## config.mk

```make
export PLATFORM = sky130hd
export DESIGN_NAME = ultrasonic_echo_ranger_core
export DESIGN_NICKNAME = d
export VERILOG_FILES = /design/src/sv/uer_pkg.sv /design/src/sv/uer_echo.sv /design/src/sv/uer_ctrl.sv /design/src/sv/ultrasonic_echo_ranger_core.sv
export SDC_FILE = /design/constraint.sdc
export NUM_CORES = 1
export LEC_CHECK = 0
export ABC_AREA = 0
export BUFFER_PORTS_ARGS = -buffer_cell sky130_fd_sc_hd__clkbuf_2
export CORE_UTILIZATION = 50
export DETAILED_ROUTE_END_ITERATION = 7
export PLACE_DENSITY = 0.67
export SLEW_MARGIN = 0
export SYNTH_ARGS = -nofsm -noshare
export SYNTH_HDL_FRONTEND = slang
export SYNTH_SLANG_ARGS = --single-unit
```

## constraint.sdc

```tcl
create_clock -name clk -period 5.4 [get_ports clk]
set_input_delay 1.08 -clock clk [delete_from_list [all_inputs] [get_ports clk]]
set_output_delay 1.08 -clock clk [all_outputs]
set_load 0.01 [all_outputs]
```

## src/sv/uer_pkg.sv

```systemverilog
// Shared types and constants for the ultrasonic echo ranger.
package uer_pkg;

  localparam int unsigned TRIG_W  = 10;
  localparam int unsigned TOUT_W  = 20;
  localparam int unsigned DIV_W   = 6;
  localparam int unsigned DIST_W  = 14;
  localparam int unsigned PULSE_W = 20;
  localparam int unsigned CFG_W   = 20;
  localparam int unsigned IDX_W   = 3;

  localparam logic [PULSE_W-1:0] PULSE_MAX = {PULSE_W{1'b1}};
  localparam logic [DIST_W-1:0]  DIST_MAX  = {DIST_W{1'b1}};

  // Register indexes on the configuration port.
  localparam logic [IDX_W-1:0] REG_TRIGGER_US   = 3'd0;
  localparam logic [IDX_W-1:0] REG_TIMEOUT_US   = 3'd1;
  localparam logic [IDX_W-1:0] REG_US_PER_CM    = 3'd2;
  localparam logic [IDX_W-1:0] REG_MAX_DISTANCE = 3'd3;

  // Reset values of the registers.
  localparam logic [TRIG_W-1:0] TRIGGER_US_RST   = 10'd16;
  localparam logic [TOUT_W-1:0] TIMEOUT_US_RST   = 20'd500000;
  localparam logic [DIV_W-1:0]  US_PER_CM_RST    = 6'd58;
  localparam logic [DIST_W-1:0] MAX_DISTANCE_RST = 14'd500;

  // Result status codes.
  localparam logic [2:0] ST_OK         = 3'd0;
  localparam logic [2:0] ST_TRIG_STUCK = 3'd1;
  localparam logic [2:0] ST_TRIG_NOHI  = 3'd2;
  localparam logic [2:0] ST_TRIG_NOLO  = 3'd3;
  localparam logic [2:0] ST_ECHO_EARLY = 3'd4;
  localparam logic [2:0] ST_NO_RISE    = 3'd5;
  localparam logic [2:0] ST_NO_FALL    = 3'd6;
  localparam logic [2:0] ST_TOO_FAR    = 3'd7;

  typedef struct packed {
    logic               trig_drive;
    logic               busy;
    logic               done;
    logic [2:0]         status;
    logic [PULSE_W-1:0] pulse_us;
    logic [DIST_W-1:0]  distance_cm;
  } res_t;

  // Echo counter control from the sequencer.
  typedef struct packed {
    logic clear;
    logic count;
  } echo_ctl_t;

endpackage

```

## src/sv/uer_echo.sv

```systemverilog
// Echo width counter with running divide by ticks per centimeter.
module uer_echo (
  input  logic                          clk,
  input  logic                          rst_n,
  input  uer_pkg::echo_ctl_t            ctl,
  input  logic [uer_pkg::DIV_W-1:0]     us_per_cm,
  output logic [uer_pkg::PULSE_W-1:0]   width,
  output logic [uer_pkg::DIST_W-1:0]    distance
);
  import uer_pkg::*;

  logic [PULSE_W-1:0] width_r, width_nxt, width_base;
  logic [DIV_W-1:0]   sub_r, sub_nxt, sub_base, sub_inc;
  logic [DIST_W-1:0]  dist_r, dist_nxt, dist_base;

  always_comb begin
    width_base = ctl.clear ? '0 : width_r;
    sub_base   = ctl.clear ? '0 : sub_r;
    dist_base  = ctl.clear ? '0 : dist_r;
    sub_inc    = sub_base + 1'b1;
    width_nxt  = width_base;
    sub_nxt    = sub_base;
    dist_nxt   = dist_base;
    // Stop counting once the width saturates.
    if (ctl.count && width_base != PULSE_MAX) begin
      width_nxt = width_base + 1'b1;
      sub_nxt   = sub_inc;
      if (sub_inc == us_per_cm) begin
        sub_nxt = '0;
        if (dist_base != DIST_MAX) begin
          dist_nxt = dist_base + 1'b1;
        end
      end
    end
  end

  always_ff @(posedge clk) begin
    if (!rst_n) begin
      width_r <= '0;
      sub_r   <= '0;
      dist_r  <= '0;
    end else begin
      width_r <= width_nxt;
      sub_r   <= sub_nxt;
      dist_r  <= dist_nxt;
    end
  end

  assign width    = width_r;
  assign distance = dist_r;

endmodule

```

## src/sv/uer_ctrl.sv

```systemverilog
// Measurement sequencer: trigger pulse, readback checks and echo watchdog.
module uer_ctrl (
  input  logic                          clk,
  input  logic                          rst_n,
  input  logic                          step,
  input  logic                          start_req,
  input  logic                          echo_level,
  input  logic                          trig_sense,
  input  logic [uer_pkg::TRIG_W-1:0]    trigger_us,
  input  logic [uer_pkg::TOUT_W-1:0]    timeout_us,
  input  logic [uer_pkg::DIST_W-1:0]    max_distance_cm,
  input  logic [uer_pkg::PULSE_W-1:0]   width,
  input  logic [uer_pkg::DIST_W-1:0]    distance,
  output uer_pkg::echo_ctl_t            echo_ctl,
  output uer_pkg::res_t                 res
);
  import uer_pkg::*;

  typedef enum logic [2:0] {
    PH_IDLE,
    PH_HIGH,
    PH_RELEASE,
    PH_RISE,
    PH_FALL
  } phase_t;

  phase_t              phase_r, phase_nxt;
  logic [TRIG_W-1:0]   trig_cnt_r, trig_cnt_nxt, trig_len, trig_inc;
  logic [TOUT_W-1:0]   wd_r, wd_nxt, wd_inc;
  logic                wd_expired;

  assign trig_len   = (trigger_us == '0) ? TRIG_W'(1) : trigger_us;
  assign trig_inc   = trig_cnt_r + 1'b1;
  assign wd_expired = (wd_r >= timeout_us);
  assign wd_inc     = (wd_r != PULSE_MAX) ? wd_r + 1'b1 : wd_r;

  always_comb begin
    phase_nxt    = phase_r;
    trig_cnt_nxt = trig_cnt_r;
    wd_nxt       = wd_r;
    echo_ctl     = '0;
    res          = '0;
    case (phase_r)
      PH_IDLE: begin
        if (start_req) begin
          if (trig_sense) begin
            res.done   = 1'b1;
            res.status = ST_TRIG_STUCK;
          end else begin
            trig_cnt_nxt = '0;
            phase_nxt    = PH_HIGH;
          end
        end
      end
      PH_HIGH: begin
        res.trig_drive = 1'b1;
        if (trig_cnt_r == '0 && !trig_sense) begin
          res.done   = 1'b1;
          res.status = ST_TRIG_NOHI;
          phase_nxt  = PH_IDLE;
        end else begin
          trig_cnt_nxt = trig_inc;
          if (trig_inc >= trig_len) begin
            phase_nxt = PH_RELEASE;
          end
        end
      end
      PH_RELEASE: begin
        if (trig_sense) begin
          res.done   = 1'b1;
          res.status = ST_TRIG_NOLO;
          phase_nxt  = PH_IDLE;
        end else if (echo_level) begin
          res.done   = 1'b1;
          res.status = ST_ECHO_EARLY;
          phase_nxt  = PH_IDLE;
        end else begin
          wd_nxt    = '0;
          phase_nxt = PH_RISE;
        end
      end
      PH_RISE: begin
        if (echo_level) begin
          echo_ctl.clear = 1'b1;
          echo_ctl.count = 1'b1;
          if (!wd_expired) begin
            wd_nxt = wd_inc;
          end
          phase_nxt = PH_FALL;
        end else if (wd_expired) begin
          res.done   = 1'b1;
          res.status = ST_NO_RISE;
          phase_nxt  = PH_IDLE;
        end else begin
          wd_nxt = wd_inc;
        end
      end
      PH_FALL: begin
        if (echo_level) begin
          if (wd_expired) begin
            res.done   = 1'b1;
            res.status = ST_NO_FALL;
            phase_nxt  = PH_IDLE;
          end else begin
            wd_nxt         = wd_inc;
            echo_ctl.count = 1'b1;
          end
        end else begin
          res.done        = 1'b1;
          res.pulse_us    = width;
          res.distance_cm = distance;
          res.status      = (distance > max_distance_cm) ? ST_TOO_FAR : ST_OK;
          phase_nxt       = PH_IDLE;
        end
      end
      default: begin
        phase_nxt = PH_IDLE;
      end
    endcase
    res.busy = (phase_nxt != PH_IDLE);
    if (!step) begin
      echo_ctl = '0;
    end
  end

  always_ff @(posedge clk) begin
    if (!rst_n) begin
      phase_r    <= PH_IDLE;
      trig_cnt_r <= '0;
      wd_r       <= '0;
    end else if (step) begin
      phase_r    <= phase_nxt;
      trig_cnt_r <= trig_cnt_nxt;
      wd_r       <= wd_nxt;
    end
  end

endmodule

```

## src/sv/ultrasonic_echo_ranger_core.sv

```systemverilog
// Top level of the ultrasonic echo ranger: input and result registers, config, sequencer.
//
//   channel | direction | handshake         | payload
//   --------+-----------+-------------------+-----------------------------------------
//   in_     | in        | in_valid/in_stall | start_req, echo_level, trig_sense
//   out_    | out       | out_valid/out_stall| trig_drive, busy_res, done_res, status,
//           |           |                   | pulse_us, distance_cm
//   cfg_    | in        | cfg_wr_en         | cfg_index, cfg_data
//
// One tick is taken per clock cycle while in_stall is low; its result passes
// through the input register, then the result register, set by the single
// sequencer step between them.
// Reset is synchronous and active low; it returns the sequencer to idle and
// loads the register defaults.
// A stall on the result side holds the result register; the input register
// still takes one more tick, then in_stall rises until the result moves.
module ultrasonic_echo_ranger_core (
  input  logic                          clk,
  input  logic                          rst_n,
  // input channel
  input  logic                          in_valid,
  output logic                          in_stall,
  input  logic                          in_start_req,
  input  logic                          in_echo_level,
  input  logic                          in_trig_sense,
  // result channel
  output logic                          out_valid,
  input  logic                          out_stall,
  output logic                          out_trig_drive,
  output logic                          out_busy_res,
  output logic                          out_done_res,
  output logic [2:0]                    out_status,
  output logic [uer_pkg::PULSE_W-1:0]   out_pulse_us,
  output logic [uer_pkg::DIST_W-1:0]    out_distance_cm,
  // configuration port
  input  logic                          cfg_wr_en,
  input  logic [uer_pkg::IDX_W-1:0]     cfg_index,
  input  logic [uer_pkg::CFG_W-1:0]     cfg_data
);
  import uer_pkg::*;

  // Configuration registers.
  logic [TRIG_W-1:0] trigger_us_r;
  logic [TOUT_W-1:0] timeout_us_r;
  logic [DIV_W-1:0]  us_per_cm_r;
  logic [DIST_W-1:0] max_dist_r;

  always_ff @(posedge clk) begin
    if (!rst_n) begin
      trigger_us_r <= TRIGGER_US_RST;
      timeout_us_r <= TIMEOUT_US_RST;
      us_per_cm_r  <= US_PER_CM_RST;
      max_dist_r   <= MAX_DISTANCE_RST;
    end else if (cfg_wr_en) begin
      case (cfg_index)
        REG_TRIGGER_US:   trigger_us_r <= cfg_data[TRIG_W-1:0];
        REG_TIMEOUT_US:   timeout_us_r <= cfg_data[TOUT_W-1:0];
        REG_US_PER_CM:    us_per_cm_r  <= cfg_data[DIV_W-1:0];
        REG_MAX_DISTANCE: max_dist_r   <= cfg_data[DIST_W-1:0];
        default: begin
          // indexes past the list are dropped
        end
      endcase
    end
  end

  // Input register: one tick of pin samples.
  logic in_vld_r;
  logic start_r, echo_r, sense_r;
  logic in_xfer, advance;

  // Advance the held tick whenever the result register is free or draining.
  assign advance  = in_vld_r && (!out_valid || !out_stall);
  assign in_stall = in_vld_r && !advance;
  assign in_xfer  = in_valid && !in_stall;

  always_ff @(posedge clk) begin
    if (!rst_n) begin
      in_vld_r <= 1'b0;
    end else if (in_xfer) begin
      in_vld_r <= 1'b1;
    end else if (advance) begin
      in_vld_r <= 1'b0;
    end
  end

  always_ff @(posedge clk) begin
    if (in_xfer) begin
      start_r <= in_start_req;
      echo_r  <= in_echo_level;
      sense_r <= in_trig_sense;
    end
  end

  // Sequencer and echo counter; both update only when a tick advances.
  echo_ctl_t          echo_ctl;
  res_t               res;
  logic [PULSE_W-1:0] echo_width;
  logic [DIST_W-1:0]  echo_dist;

  uer_ctrl u_ctrl (
    .clk             (clk),
    .rst_n           (rst_n),
    .step            (advance),
    .start_req       (start_r),
    .echo_level      (echo_r),
    .trig_sense      (sense_r),
    .trigger_us      (trigger_us_r),
    .timeout_us      (timeout_us_r),
    .max_distance_cm (max_dist_r),
    .width           (echo_width),
    .distance        (echo_dist),
    .echo_ctl        (echo_ctl),
    .res             (res)
  );

  uer_echo u_echo (
    .clk       (clk),
    .rst_n     (rst_n),
    .ctl       (echo_ctl),
    .us_per_cm (us_per_cm_r),
    .width     (echo_width),
    .distance  (echo_dist)
  );

  // Result register.
  logic out_vld_r;
  res_t res_r;

  always_ff @(posedge clk) begin
    if (!rst_n) begin
      out_vld_r <= 1'b0;
    end else if (advance) begin
      out_vld_r <= 1'b1;
    end else if (!out_stall) begin
      out_vld_r <= 1'b0;
    end
  end

  always_ff @(posedge clk) begin
    if (advance) begin
      res_r <= res;
    end
  end

  assign out_valid       = out_vld_r;
  assign out_trig_drive  = res_r.trig_drive;
  assign out_busy_res    = res_r.busy;
  assign out_done_res    = res_r.done;
  assign out_status      = res_r.status;
  assign out_pulse_us    = res_r.pulse_us;
  assign out_distance_cm = res_r.distance_cm;

  // A finished measurement never reports busy.
  a_done_not_busy: assert property (@(posedge clk) disable iff (!rst_n)
    out_valid && out_done_res |-> !out_busy_res)
    else $error("done result reports busy");

  // Failures carry no width or distance.
  a_fault_zero: assert property (@(posedge clk) disable iff (!rst_n)
    out_valid && out_done_res && out_status != ST_OK && out_status != ST_TOO_FAR
    |-> out_pulse_us == '0 && out_distance_cm == '0)
    else $error("fault result carries measurement data");

  // A result with no measurement end carries a zero status.
  a_idle_status: assert property (@(posedge clk) disable iff (!rst_n)
    out_valid && !out_done_res |-> out_status == ST_OK && out_pulse_us == '0)
    else $error("non-done result carries data");

  // Stall the input only while a tick is held and cannot advance.
  a_stall_held: assert property (@(posedge clk) disable iff (!rst_n)
    in_stall |-> in_vld_r && out_valid && out_stall)
    else $error("input stalled without a blocked result");

endmodule
```

==> results.json <==
{
  "grt_pass1_wl_um": 32400,
  "num_antenna_cells": 0,
  "p_sw_uw": 639,
  "numCtsBuffers": 17,
  "rrSetupSlack_ns": 0.98,
  "tightest_slew_ns": 1.14,
  "relSlewSlack": 0.235,
  "fp.dieH_um": 133,
  "cp-end-kind": "flip-flop",
  "grt_start_max_net_pins": 60,
  "yosysSeqAreaShare": 0.444,
  "fp.dieW_um": 133,
  "setup_viol": 0,
  "hold_class": "flip-flop to flip-flop",
  "p_per_area_nw_per_um2": 275,
  "synthCells": 980,
  "synth-seq-cells": 168,
  "finalCriticalPeriod_ns": 4.44,
  "clk_pin_slew_ns": 0.06,
  "clockPowerShare": 0.444,
  "synthFlopType": "dfxtp_1",
  "path_max_fanout": 17,
  "p_int_mw": 2.01,
  "gp_congestion": 0.901,
  "cts_buffer_depth": 2,
  "leakagePower_nw": 3.73,
  "ir_drop_uv": 233,
  "cts_setup_buffers": 0,
  "grt_pass1_vias": 6477,
  "tns_ns": 0,
  "cts_tree": "built",
  "antenna_found_initial": 0,
  "cts_resized": 0,
  "synth-edff-count": 43,
  "maxCapViolations": 0,
  "drcViolationCount": 0,
  "avgViaCountPerCell": 5.63,
  "ant_nets": 0,
  "ios": 73,
  "cp.required_ns": 5.73,
  "seqPwrFrac": 0.503,
  "dr.pass1.iters": 4,
  "synth_most_common_cell": "nand2_1",
  "swShare": 0.241,
  "wl_per_cell_um": 15.4,
  "yosys.cell_types.count": 60,
  "worstSetupStartpointType": "input pin",
  "status": "complete, no violations",
  "finalNetCount": 1116,
  "fin_skew_ns": 0.00971,
  "hold_violations": 0,
  "netlist_area_um2": 8540,
  "io_buffers": 72,
  "nFillCells": 1516,
  "worst-setup-path-type": "input pin to flip-flop",
  "grt_usage": 0.230,
  "fmax_mhz": 225,
  "crit_arrival_ns": 4.77,
  "place_hpwl_um": 13700,
  "drive_above_1_share": 0.115,
  "cts.hold.buffers_added": 0,
  "period_share": 0.823,
  "fin_ws_ns": 0.956,
  "vias": 7135,
  "wl_um": 19600,
  "synth_nets": 1061,
  "dp_slack_ns": 0.578,
  "rsz0062_at_grt": "no",
  "insertion_delay_ns": 0.43,
  "die_area_um2": 17600,
  "async_flop_share": 0,
  "maxSlewViolCount": 0,
  "synth_top_area_share": 0.293,
  "rows": 47,
  "synthTopCellsByArea": "dfxtp_1 29%, edfxtp_1 15%, ha_1 7.3%",
  "drt_iter0_drc": 466,
  "pwr-share-comb": 0.053,
  "synth_common_cells": "126 x nand2_1, 125 x dfxtp_1, 94 x a21oi_1",
  "ys_warn_count": 0,
  "start_util": 0.513,
  "cts_num_sinks": 168,
  "yosys.area.top_type": "dfxtp_1",
  "core-area_um2": 16600,
  "htreeDepth": 4,
  "clockRootBuffer": "clkbuf_16",
  "avgSynthCellArea_um2": 8.72,
  "area_growth_pct": 12.7,
  "gr-total-overflow": 0
}
-- through the flow --
step           hold WS, ns  instances  power (mW)   util  instance area, um2
4_1_cts              0.457       1268        2.67  0.579                9630
3_5_place_dp         0.448       1236        1.50  0.545                9060
5_1_grt              0.475       1268        2.74  0.579                9630
2_1_floorplan        0.436        980        1.44      -                8540
3_3_place_gp         0.445       1236        1.50  0.545                9060
6_report             0.454       1268        2.65  0.579                9630
-- state kept, by name, indices dropped and copies added (netlist names), 6 cells and up --
signal,count
out_pulse_us,20
timeout_us_r,20
u_ctrl.wd_r,20
u_echo.width,20
max_dist_r,14
out_distance_cm,14
u_echo.distance,14
trigger_us_r,10
u_ctrl.trig_cnt_r,10
u_echo.sub_r,6
us_per_cm_r,6
-- power groups by stage --
stage                     logic [mW]  registers [mW]  clock network [mW]
final                          0.140            1.33                1.18
after global routing           0.156            1.34                1.25
after CTS                      0.142            1.33                1.19
after detailed placement       0.141            1.36                   0
after global placement         0.139            1.36                   0
after floorplan               0.0806            1.36                   0
-- layout by cell type (no fill, tap or decap), types with 3 or more instances in the layout --
master,count
nand2_1,126
dfxtp_1,125
a21oi_1,94
clkbuf_2,72
nor2_1,59
o21ai_0,53
inv_1,51
ha_1,50
and2_1,48
edfxtp_1,43
or3_1,33
nand3_1,32
nand4_1,19
o211ai_1,19
and3_1,18
clkbuf_16,17
xor2_1,15
nor3_1,12
xnor2_1,11
o31ai_1,10
mux2i_1,10
nor2b_1,9
and4_1,9
or4_1,8
buf_4,8
a21o_1,7
nand3b_1,7
a211oi_1,6
a22oi_1,5
nor4_1,4
nand2b_1,4
o2111ai_1,4
o21ai_1,4
clkinv_4,4
clkinvlp_4,4
a41oi_1,3
o21a_1,3
a31o_2,3
o22ai_1,3
-- logic make-up (layout without fill, tap and decap cells) --
group,after synthesis,in the layout,share of synthesized area
adder cells (fa/ha/maj),50,50,0.0732
buffers and inverters,97,165,0.0442
XOR/XNOR,26,26,0.0267
AO/OA/AOI/OAI,227,227,0.158
multiplexers,10,10,0.0117
flip-flops,168,168,0.444
AND/OR/NAND/NOR,402,402,0.242
-- critical path, cell delays in order --
cell and delay [ns]:
clkbuf_2 0.10, a21bo_1 0.23, or2_1 0.28, and2_1 0.21
ha_1 0.25, nand3_1 0.19, mux2i_1 0.25, nand2_1 0.07
o31ai_1 0.23, or4b_1 0.66, nand2b_1 0.47, or4_1 0.58
a21oi_1 0.17
-- worst paths after layout --
kind	end	depth (start not counted)	startpoint
worst max-delay path	u_echo.distance[6]	13	out_stall
worst min-delay path	timeout_us_r[19]	2	timeout_us_r[19]
worst max register to register	u_echo.distance[6]	12	u_ctrl.phase_r[1]
worst min register to register	timeout_us_r[19]	2	timeout_us_r[19]
-- area by class of cell --
| cell class | count | area (um2) | share of cell area |
|---|---|---|---|
| multi-input cells | 715 | 4380 | 0.454 |
| flip-flops and latches | 168 | 3790 | 0.394 |
| clock buffers | 18 | 439 | 0.0456 |
| repair buffers | 80 | 420 | 0.0437 |
| well taps | 220 | 275 | 0.0286 |
| inverters | 53 | 199 | 0.0207 |
| clock inverters | 14 | 126 | 0.0131 |
-- per-layer routing --
layer  wire length [um]  track usage  vias to the layer above
met5                  0            0                        -
met4                322       0.0773                        0
met3                715       0.0398                       21
met2               8970        0.364                      158
met1               9560        0.319                     3344
li1                   -            -                     3612
Power figures use the tool's default switching activity.
